[config.mk]
export PLATFORM = sky130hd
export DESIGN_NAME = ticketed_admission_fifo_top
export DESIGN_NICKNAME = d
export VERILOG_FILES = /design/src/rtl/taf_pkg.sv /design/src/rtl/taf_front.sv /design/src/rtl/taf_cmd_queue.sv /design/src/rtl/taf_back.sv /design/src/rtl/ticketed_admission_fifo_top.sv
export SDC_FILE = /design/constraint.sdc
export NUM_CORES = 2
export LEC_CHECK = 0
export ABC_AREA = 1
export CAP_MARGIN = 20
export CORE_MARGIN = 3
export CORE_UTILIZATION = 57
export DETAILED_ROUTE_END_ITERATION = 8
export DONT_BUFFER_PORTS = 1
export PLACE_DENSITY = 0.72
export RECOVER_POWER = 25
export SLEW_MARGIN = 20
export SYNTH_ARGS = -nofsm -noshare
export SYNTH_HDL_FRONTEND = slang
export SYNTH_SLANG_ARGS = --single-unit
[constraint.sdc]
create_clock -name clk -period 6.5 [get_ports clk]
set_input_delay 1.3 -clock clk [delete_from_list [all_inputs] [get_ports clk]]
set_output_delay 1.3 -clock clk [all_outputs]
set_load 0.005 [all_outputs]
[src/rtl/taf_pkg.sv]
// Shared types and codes for the ticketed admission FIFO.
package taf_pkg;

	// Request operation codes.
	typedef enum logic [1:0] {
		OP_ENTER       = 2'd0,
		OP_EXIT        = 2'd1,
		OP_FORCE_ENTER = 2'd2,
		OP_FORCE_EXIT  = 2'd3
	} op_t;

	// Result status codes.
	typedef enum logic [2:0] {
		ST_TICKET     = 3'd0,
		ST_ADMIT      = 3'd1,
		ST_QUEUED     = 3'd2,
		ST_ADMIT_FULL = 3'd3,
		ST_INSIDE     = 3'd4,
		ST_NOCHANGE   = 3'd5,
		ST_EXITED     = 3'd6
	} status_t;

	// Configuration register indexes.
	localparam logic REG_LIMIT   = 1'b0;
	localparam logic REG_TICKETS = 1'b1;

	// Depth of the command queue between front and back.
	localparam int QDEPTH = 2;
	localparam int QPW    = 1;

	// Classified request handed from front to back.
	typedef struct packed {
		op_t        op;
		logic       nop;
		logic [5:0] client;
	} cmd_t;

endpackage

[src/rtl/taf_front.sv]
// Front end: accepts requests and classifies them into commands.
module taf_front #(
	parameter int MAX_CLIENTS = 64
) (
	input  logic              in_valid,
	output logic              in_ready,
	input  logic [1:0]        operation,
	input  logic [5:0]        client_id,
	input  logic              is_bypass,
	input  logic              q_full,
	output logic              q_push,
	output taf_pkg::cmd_t     q_cmd
);

	logic [31:0] client32;

	// A request is taken whenever the command queue has room.
	assign in_ready = !q_full;
	assign q_push   = in_valid && !q_full;

	// Bypass clients and clients beyond the table never change state.
	always_comb begin
		client32     = 32'(client_id);
		q_cmd.op     = taf_pkg::op_t'(operation);
		q_cmd.client = client_id;
		q_cmd.nop    = is_bypass || (client32 >= 32'(MAX_CLIENTS));
	end

endmodule

[src/rtl/taf_cmd_queue.sv]
// Short command queue that decouples the front end from the back end.
module taf_cmd_queue (
	input  logic              clk,
	input  logic              arst_n,
	input  logic              push,
	input  taf_pkg::cmd_t     push_cmd,
	input  logic              pop,
	output taf_pkg::cmd_t     head_cmd,
	output logic              not_empty,
	output logic              full
);

	taf_pkg::cmd_t                entry_q [taf_pkg::QDEPTH];
	logic [taf_pkg::QPW-1:0]      wr_ptr_q;
	logic [taf_pkg::QPW-1:0]      rd_ptr_q;
	logic [taf_pkg::QPW:0]        count_q;

	assign head_cmd  = entry_q[rd_ptr_q];
	assign not_empty = (count_q != '0);
	assign full      = (count_q == (taf_pkg::QPW+1)'(taf_pkg::QDEPTH));

	// Storage for queued commands.
	always_ff @(posedge clk) begin
		if (push) begin
			entry_q[wr_ptr_q] <= push_cmd;
		end
	end

	// Pointers and occupancy.
	always_ff @(posedge clk or negedge arst_n) begin
		if (!arst_n) begin
			wr_ptr_q <= '0;
			rd_ptr_q <= '0;
			count_q  <= '0;
		end else begin
			if (push) begin
				wr_ptr_q <= wr_ptr_q + 1'b1;
			end
			if (pop) begin
				rd_ptr_q <= rd_ptr_q + 1'b1;
			end
			if (push && !pop) begin
				count_q <= count_q + 1'b1;
			end else if (pop && !push) begin
				count_q <= count_q - 1'b1;
			end
		end
	end

endmodule

[src/rtl/taf_back.sv]
// Back end: reads client state, applies each command and registers the result.
module taf_back #(
	parameter int MAX_CLIENTS = 64,
	parameter int TICKET_BITS = 16
) (
	input  logic                   clk,
	input  logic                   arst_n,
	input  taf_pkg::cmd_t          q_cmd,
	input  logic                   q_valid,
	output logic                   q_pop,
	input  logic [7:0]             limit,
	input  logic [TICKET_BITS-1:0] free_tickets,
	output logic                   out_valid,
	input  logic                   out_ready,
	output logic [2:0]             status,
	output logic                   released_valid,
	output logic [5:0]             released_client,
	output logic [6:0]             inside_count,
	output logic [6:0]             waiting_count
);

	localparam int CW   = (MAX_CLIENTS > 1) ? $clog2(MAX_CLIENTS) : 1;
	localparam int IW   = $clog2(MAX_CLIENTS + 1);
	localparam int CMPW = (IW > 8) ? IW : 8;

	typedef enum logic [1:0] {
		BK_IDLE = 2'b01,
		BK_EXEC = 2'b10
	} bk_state_t;

	bk_state_t state_q;

	// Per-client tickets and the wait queue storage.
	logic [TICKET_BITS-1:0] tkt_mem [MAX_CLIENTS];
	logic [CW-1:0]          wq_mem  [MAX_CLIENTS];

	// Per-client flags; an entry of the ticket table counts only while inside.
	logic [MAX_CLIENTS-1:0] inside_q;
	logic [MAX_CLIENTS-1:0] waiting_q;
	logic [CW-1:0]          head_q;
	logic [CW-1:0]          tail_q;
	logic [IW-1:0]          fill_q;
	logic [IW-1:0]          total_q;

	// Command and memory read data held for the execute cycle.
	taf_pkg::cmd_t          cmd_s1;
	logic [CW-1:0]          idx_s1;
	logic [TICKET_BITS-1:0] tkt_rd_s1;
	logic [CW-1:0]          head_rd_s1;

	// Result register.
	logic                   out_valid_q;
	taf_pkg::status_t       status_q;
	logic                   rel_valid_q;
	logic [5:0]             rel_client_q;
	logic [6:0]             inside_cnt_q;
	logic [6:0]             waiting_cnt_q;

	// Execute-cycle decisions.
	logic [31:0]            q_client32;
	logic [CW-1:0]          q_idx;
	logic                   done;
	logic [TICKET_BITS-1:0] tkt;
	logic                   in_c;
	logic                   wait_c;
	logic                   room;
	logic                   room_dec;
	logic                   fifo_full;
	logic [IW-1:0]          total_dec;
	taf_pkg::status_t       status_n;
	logic                   rel_n;
	logic                   set_in;
	logic                   clr_in;
	logic                   enq;
	logic                   deq;
	logic                   tkt_we;
	logic [CW-1:0]          tkt_waddr;
	logic [TICKET_BITS-1:0] tkt_wdata;
	logic [IW-1:0]          total_n;
	logic [IW-1:0]          fill_n;
	logic [31:0]            total32;
	logic [31:0]            fill32;
	logic [31:0]            rel32;

	// Table index of the command at the queue head.
	always_comb begin
		q_client32 = 32'(q_cmd.client);
		q_idx      = q_client32[CW-1:0];
	end

	assign q_pop = (state_q == BK_IDLE) && q_valid;
	assign done  = (state_q == BK_EXEC) && (!out_valid_q || out_ready);

	// Sequencer: take a command, then apply it once the result register is free.
	always_ff @(posedge clk or negedge arst_n) begin
		if (!arst_n) begin
			state_q <= BK_IDLE;
		end else begin
			case (state_q)
				BK_IDLE: begin
					if (q_valid) begin
						state_q <= BK_EXEC;
					end
				end
				BK_EXEC: begin
					if (done) begin
						state_q <= BK_IDLE;
					end
				end
				default: state_q <= BK_IDLE;
			endcase
		end
	end

	// Latch the command and read both memories when it is taken.
	always_ff @(posedge clk) begin
		if (q_pop) begin
			cmd_s1     <= q_cmd;
			idx_s1     <= q_idx;
			tkt_rd_s1  <= tkt_mem[q_idx];
			head_rd_s1 <= wq_mem[head_q];
		end
	end

	// Ticket table write port.
	always_ff @(posedge clk) begin
		if (done && tkt_we) begin
			tkt_mem[tkt_waddr] <= tkt_wdata;
		end
	end

	// Wait queue write port.
	always_ff @(posedge clk) begin
		if (done && enq) begin
			wq_mem[tail_q] <= idx_s1;
		end
	end

	// Decide what the command does.
	always_comb begin
		tkt       = inside_q[idx_s1] ? tkt_rd_s1 : '0;
		in_c      = inside_q[idx_s1];
		wait_c    = waiting_q[idx_s1];
		room      = CMPW'(total_q) < CMPW'(limit);
		fifo_full = (fill_q == IW'(MAX_CLIENTS));
		total_dec = (total_q != '0) ? total_q - 1'b1 : total_q;
		room_dec  = CMPW'(total_dec) < CMPW'(limit);

		status_n  = taf_pkg::ST_NOCHANGE;
		rel_n     = 1'b0;
		set_in    = 1'b0;
		clr_in    = 1'b0;
		enq       = 1'b0;
		deq       = 1'b0;
		tkt_we    = 1'b0;
		tkt_waddr = idx_s1;
		tkt_wdata = free_tickets;
		total_n   = total_q;

		if (!cmd_s1.nop) begin
			case (cmd_s1.op)
				taf_pkg::OP_ENTER: begin
					if (tkt != '0) begin
						tkt_we    = 1'b1;
						tkt_wdata = tkt - 1'b1;
						status_n  = taf_pkg::ST_TICKET;
					end else if (limit == '0 || wait_c) begin
						status_n = taf_pkg::ST_NOCHANGE;
					end else if (in_c) begin
						status_n = taf_pkg::ST_INSIDE;
					end else if (room) begin
						set_in   = 1'b1;
						tkt_we   = 1'b1;
						total_n  = total_q + 1'b1;
						status_n = taf_pkg::ST_ADMIT;
					end else if (!fifo_full) begin
						enq      = 1'b1;
						status_n = taf_pkg::ST_QUEUED;
					end else begin
						set_in    = 1'b1;
						tkt_we    = 1'b1;
						tkt_wdata = '0;
						total_n   = total_q + 1'b1;
						status_n  = taf_pkg::ST_ADMIT_FULL;
					end
				end
				taf_pkg::OP_FORCE_ENTER: begin
					if (limit == '0 || wait_c) begin
						status_n = taf_pkg::ST_NOCHANGE;
					end else if (in_c) begin
						status_n = taf_pkg::ST_INSIDE;
					end else begin
						set_in    = 1'b1;
						tkt_we    = 1'b1;
						tkt_wdata = TICKET_BITS'(1);
						total_n   = total_q + 1'b1;
						status_n  = taf_pkg::ST_ADMIT;
					end
				end
				taf_pkg::OP_EXIT, taf_pkg::OP_FORCE_EXIT: begin
					if ((cmd_s1.op == taf_pkg::OP_EXIT && tkt != '0) || !in_c) begin
						status_n = taf_pkg::ST_NOCHANGE;
					end else begin
						clr_in   = 1'b1;
						total_n  = total_dec;
						status_n = taf_pkg::ST_EXITED;
						// Room freed up: admit the client at the queue head.
						if (room_dec && fill_q != '0) begin
							deq       = 1'b1;
							rel_n     = 1'b1;
							tkt_we    = 1'b1;
							tkt_waddr = head_rd_s1;
							total_n   = total_dec + 1'b1;
						end
					end
				end
				default: status_n = taf_pkg::ST_NOCHANGE;
			endcase
		end

		if (enq) begin
			fill_n = fill_q + 1'b1;
		end else if (deq) begin
			fill_n = fill_q - 1'b1;
		end else begin
			fill_n = fill_q;
		end

		total32 = 32'(total_n);
		fill32  = 32'(fill_n);
		rel32   = 32'(head_rd_s1);
	end

	// Flags, queue pointers and counts.
	always_ff @(posedge clk or negedge arst_n) begin
		if (!arst_n) begin
			inside_q  <= '0;
			waiting_q <= '0;
			head_q    <= '0;
			tail_q    <= '0;
			fill_q    <= '0;
			total_q   <= '0;
		end else if (done) begin
			if (set_in) begin
				inside_q[idx_s1] <= 1'b1;
			end
			if (clr_in) begin
				inside_q[idx_s1] <= 1'b0;
			end
			if (enq) begin
				waiting_q[idx_s1] <= 1'b1;
				tail_q <= (tail_q == CW'(MAX_CLIENTS - 1)) ? '0 : tail_q + 1'b1;
			end
			if (deq) begin
				waiting_q[head_rd_s1] <= 1'b0;
				inside_q[head_rd_s1]  <= 1'b1;
				head_q <= (head_q == CW'(MAX_CLIENTS - 1)) ? '0 : head_q + 1'b1;
			end
			fill_q  <= fill_n;
			total_q <= total_n;
		end
	end

	// Result valid flag.
	always_ff @(posedge clk or negedge arst_n) begin
		if (!arst_n) begin
			out_valid_q <= 1'b0;
		end else if (done) begin
			out_valid_q <= 1'b1;
		end else if (out_ready) begin
			out_valid_q <= 1'b0;
		end
	end

	// Result payload.
	always_ff @(posedge clk) begin
		if (done) begin
			status_q      <= status_n;
			rel_valid_q   <= rel_n;
			rel_client_q  <= rel_n ? rel32[5:0] : 6'd0;
			inside_cnt_q  <= total32[6:0];
			waiting_cnt_q <= fill32[6:0];
		end
	end

	assign out_valid       = out_valid_q;
	assign status          = status_q;
	assign released_valid  = rel_valid_q;
	assign released_client = rel_client_q;
	assign inside_count    = inside_cnt_q;
	assign waiting_count   = waiting_cnt_q;

endmodule

[src/rtl/ticketed_admission_fifo_top.sv]
// An accepted request is written into the command queue, then latched by the back end with its
// memory reads, then applied into the result register once it is free (out_valid high after it).
// The back end takes a new command only after the last is applied: it reads both memories, then writes them.
// A two-entry command queue lets requests be accepted while a result waits to be taken.
// Reset: arst_n clears all flags, queue pointers and counts at once; limit resets to 0
// and the ticket grant to 500. No clearing pass is needed after reset.
module ticketed_admission_fifo_top #(
	parameter int MAX_CLIENTS = 64,
	parameter int TICKET_BITS = 16
) (
	input  logic        clk,
	input  logic        arst_n,
	input  logic        wr_en,
	input  logic        wr_index,
	input  logic [15:0] wr_data,
	input  logic        in_valid,
	output logic        in_ready,
	input  logic [1:0]  operation,
	input  logic [5:0]  client_id,
	input  logic        is_bypass,
	output logic        out_valid,
	input  logic        out_ready,
	output logic [2:0]  status,
	output logic        released_valid,
	output logic [5:0]  released_client,
	output logic [6:0]  inside_count,
	output logic [6:0]  waiting_count
);

	localparam logic [31:0] TICKETS_RESET = 32'd500;

	logic [7:0]             limit_q;
	logic [TICKET_BITS-1:0] free_q;
	logic [31:0]            wr_data32;

	taf_pkg::cmd_t          push_cmd;
	taf_pkg::cmd_t          head_cmd;
	logic                   push;
	logic                   pop;
	logic                   q_full;
	logic                   q_not_empty;

	assign wr_data32 = 32'(wr_data);

	// Configuration registers.
	always_ff @(posedge clk or negedge arst_n) begin
		if (!arst_n) begin
			limit_q <= '0;
			free_q  <= TICKETS_RESET[TICKET_BITS-1:0];
		end else if (wr_en) begin
			case (wr_index)
				taf_pkg::REG_LIMIT:   limit_q <= wr_data[7:0];
				taf_pkg::REG_TICKETS: free_q  <= wr_data32[TICKET_BITS-1:0];
				default: ;
			endcase
		end
	end

	taf_front #(
		.MAX_CLIENTS(MAX_CLIENTS)
	) u_front (
		.in_valid  (in_valid),
		.in_ready  (in_ready),
		.operation (operation),
		.client_id (client_id),
		.is_bypass (is_bypass),
		.q_full    (q_full),
		.q_push    (push),
		.q_cmd     (push_cmd)
	);

	taf_cmd_queue u_queue (
		.clk       (clk),
		.arst_n    (arst_n),
		.push      (push),
		.push_cmd  (push_cmd),
		.pop       (pop),
		.head_cmd  (head_cmd),
		.not_empty (q_not_empty),
		.full      (q_full)
	);

	taf_back #(
		.MAX_CLIENTS(MAX_CLIENTS),
		.TICKET_BITS(TICKET_BITS)
	) u_back (
		.clk             (clk),
		.arst_n          (arst_n),
		.q_cmd           (head_cmd),
		.q_valid         (q_not_empty),
		.q_pop           (pop),
		.limit           (limit_q),
		.free_tickets    (free_q),
		.out_valid       (out_valid),
		.out_ready       (out_ready),
		.status          (status),
		.released_valid  (released_valid),
		.released_client (released_client),
		.inside_count    (inside_count),
		.waiting_count   (waiting_count)
	);

endmodule

==> flow_summary_export.csv <==
group,metric,value,unit
cells_and_area,final_util,0.6349,
synth,synth_flop_cell,"edfxtp_1",
critical_path,arrival,6.60,ns
cells_and_area,fin_nets,6107,
synth,synth_nets,6152,
critical_path,cp_slowest_cell,"nor2_1",
cells_and_area,fin_cells,7814,
sta,rsz0062_at_grt,"false",
synth,synth-simple-area-share,0.1233,
pwr,irDropWorstVdd,472.3,uV
placed_design,numPortBuffers,0,
cells_and_area,final_common_cell,"edfxtp_1",
critical_path,path_cells,"inv_2 -> nor2_1 -> nand2_1 -> inv_2 -> a22oi_1 -> nand4_1 -> nand2_1 -> inv_1 -> nor2_1 -> nand3_1 -> nor2_1 -> nand2_1 -> nor2_1 -> nand2_2 -> inv_2 -> nand2_2 -> nor2_2 -> nand3_1 -> nor2_1",
outcome,outcome,"complete, but fails checks",
detailed_routing,vias,49308,
floorplanning,die_x,357.3,um
critical_path,critPathRequiredTime,6.91,ns
critical_path,cpLargestDelayFamily,"simple AND/OR/NAND/NOR gates",
floorplanning,core,0.1222,sq mm
sta,timing.final.crit_share,0.9527,
detailed_routing,viasPerCell,6.310,
grt,antenna_found_initial,6,
placed_design,place.gp.congestion,0.9671,
synth,yosysUniqueCellTypes,55,
sta,worstMarginPinSlew,3.751,ns
clocking,clk_pin_slew,0.07,ns
detailed_routing,drt_pre_antenna_iters,6,
floorplanning,die_h,357.3,um
synth,avgSynthCellArea,11.54,sq um
critical_path,critPathBufInv,4,
synth,synth_seq_cells,1666,
sta,slew_headroom,-1.501,
synth,netlist_area,0.07035,sq mm
critical_path,path_class,"flip-flop to flip-flop",
sta,setup_violations,0,
detailed_routing,wirelength,190.8,mm
clocking,clk_latency,0.80,ns
synth,netlist_instances,6098,
critical_path,max_stage_delay,0.73,ns
cells_and_area,area_delta_synth_final,10.29,%
synth,synthMuxAreaShare,0.0004802,
placed_design,placed_cells,7507,
worst_hold_path,hp-class,"input port to async pin",
synth,synth_compound_area_frac,0.1322,
clocking,htree_levels,4,
clocking,cts_buffer_depth,3,
pwr,seq_power_share,0.376,
critical_path,cp_common_cell,"nor2_1",
sta,slew_violations,560,
sta,period_needed,6.193,ns
grt,grt_overflow,0,
run,cap_violations,11,
grt,grt_max_degree,207,
placed_design,hpwlAfterDp,113.7,mm
grt,grt_pass1_wl,286.5,mm
sta,skew,0.04800,ns
pwr,p_per_area,502.5,mW/mm^2
sta,timing.fmax,161.5,MHz
clocking,cts_tree,"built",
synth,synthArstFlopShare,0.1110,
synth,ys.warnings.count,0,
pwr,comb_power_share,0.383,
synth,synth_xor_area_frac,0.003859,
clocking,cts_made_buffers,166,
synth,synthAdderAreaFrac,0.004091,
synth,synth_edf_count,1481,
floorplanning,start_util,0.5757,
detailed_routing,ant_nets,0,
floorplanning,die-area,0.1277,sq mm
outcome,violations,"capacitance limit, slew limit",
detailed_routing,drtIter0Drc,6845,
critical_path,path_max_fanout,20,
cells_and_area,final_cell_mix,"1481 x edfxtp_1, 997 x nor2_1, 918 x o21ai_0",
synth,synth-seq-area-share,0.6981,
pwr,p_int,23.06,mW
synth,synth_top_family_by_area,"compound AO/OA/AOI/OAI gates",
pwr,p_sw,15.93,mW
critical_path,critPathCaptureType,"flip-flop",
detailed_routing,drc,0,
detailed_routing,wl_per_cell,24.42,um
clocking,ctsResizeCount,0,
pwr,switching_share,0.4085,
clocking,clockRootBuffer,"clkbuf_16",
grt,grt_util_all_layers,0.2956,
clocking,clock-sinks,1666,
sta,fin_hold_ws,0.2146,ns
grt,grt_pass1_vias,46677,
pwr,power_leakage,27.08,nW
cells_and_area,drive_gt1_frac,0.07758,
pwr,pwr-share-clk,0.241,
critical_path,startpoint_type,"flip-flop",
floorplanning,pin_count,57,
sta,final-hold-violation-count,0,
floorplanning,rows,128,
==> power groups by stage <==
| stage | clock network, mW | registers, mW | logic, mW |
|---|---|---|---|
| after detailed placement | 0 | 14.8 | 14.6 |
| after floorplan | 0 | 14.9 | 8.88 |
| after global routing | 9.90 | 14.7 | 16.1 |
| after CTS | 9.48 | 14.6 | 14.6 |
| final | 9.39 | 14.6 | 14.9 |
| after global placement | 0 | 14.8 | 14.3 |
==> cells in the mapped netlist, types with 2 or more instances <==
cell | number | area [sq um]
edfxtp_1 | 1481 | 44470
nor2_1 | 995 | 3735
o21ai_0 | 927 | 4639
nand2_1 | 764 | 2868
clkbuf_1 | 327 | 1227
inv_1 | 282 | 1059
nand3_1 | 216 | 1081
o22ai_1 | 208 | 1301
dfrtp_1 | 178 | 4454
o221ai_1 | 165 | 1445
o211ai_1 | 150 | 1126
nor3_1 | 47 | 235.2
a21oi_1 | 43 | 215.2
nand4_1 | 38 | 237.7
o21ai_1 | 35 | 175.2
xor2_1 | 24 | 210.2
ha_1 | 23 | 287.8
buf_2 | 20 | 100.1
nand2_2 | 18 | 112.6
o31ai_1 | 14 | 105.1
buf_4 | 10 | 75.07
inv_2 | 10 | 37.54
nand3_2 | 10 | 100.1
or2_2 | 10 | 62.56
clkinv_1 | 9 | 33.78
a22oi_1 | 8 | 60.06
buf_6 | 8 | 90.09
a31oi_1 | 7 | 43.79
dfstp_2 | 7 | 183.9
xnor2_1 | 7 | 61.31
buf_1 | 6 | 22.52
o21ai_2 | 6 | 52.55
nor2_2 | 5 | 31.28
nor2_4 | 5 | 56.30
nor3_2 | 5 | 50.05
a221o_1 | 3 | 30.03
a31o_2 | 3 | 26.28
mux2_2 | 3 | 33.78
nand2_4 | 2 | 22.52
nand3b_1 | 2 | 15.01
nor4_1 | 2 | 12.51
o21bai_1 | 2 | 15.01
==> flip-flops by register name (all words and copies together) (netlist names), 8 cells and up <==
signal / cells
u_back.inside_q: 64
u_back.tkt_mem: 1024
free_q: 16
u_queue.entry_q: 18
u_back.wq_mem: 384
u_back.waiting_q: 64
u_back.tkt_rd_s1: 16
limit_q: 8
==> per-stage QoR <==
stage	worst slack, ns	TNS [ns]	cell area, sq um	total power, mW
after CTS	0.4970	0	77670	38.72
after global routing	0.04211	0	77580	40.65
final	0.3072	0	77590	38.99
after detailed placement	0.5537	0	72370	29.39
after floorplan	-0.2187	-28.00	70350	23.80
after global placement	0.7705	0	72330	29.11
==> final timing paths <==
check | startpoint | slack, ns | to | cells past startpoint
worst max-delay path | u_back.idx_s1[1] | 0.31 | u_back.wq_mem[3][0] | 19
worst min-delay path | arst_n | 0.21 | u_back.head_q[5] | 0
worst max register to register | u_back.idx_s1[1] | 0.31 | u_back.wq_mem[3][0] | 19
worst min register to register | u_back.inside_q[40] | 0.48 | u_back.inside_q[40] | 2
max in group asynchronous | arst_n | 5.75 | free_q[15] | 0
min in group clk | u_back.inside_q[40] | 0.48 | u_back.inside_q[40] | 2
==> routing by layer <==
metal  wire length [um]  part of all wire  global-route usage
met5                 55           0.00029                   0
met4               8314             0.044              0.1269
met3              19050              0.10             0.06741
met2              87920              0.46              0.4514
met1              75490              0.40              0.4115
==> cell families after synthesis <==
family          after synthesis
buf+inv                     675
simple gates               2123
flops                      1666
xor+xnor                     31
fa+ha+maj                    23
mux                           3
compound gates             1577
==> final cells by class <==
cell class | count | area, sq um
flip-flops and latches | 1666 | 49110
clock buffers | 214 | 4544
inverters | 303 | 1156
clock inverters | 88 | 759.5
multi-input cells | 3757 | 18720
diodes | 2 | 5.005
repair buffers | 159 | 1259
well taps | 1625 | 2033
fillers | 9167 | 44610
==> timing repair <==
action / in CTS / in global routing
hold buffers: 0 / 0
setup endpoints to repair: 0 / 70
buffers inserted: 0 / 3
Note: power is estimated with default switching activity, not from simulation.
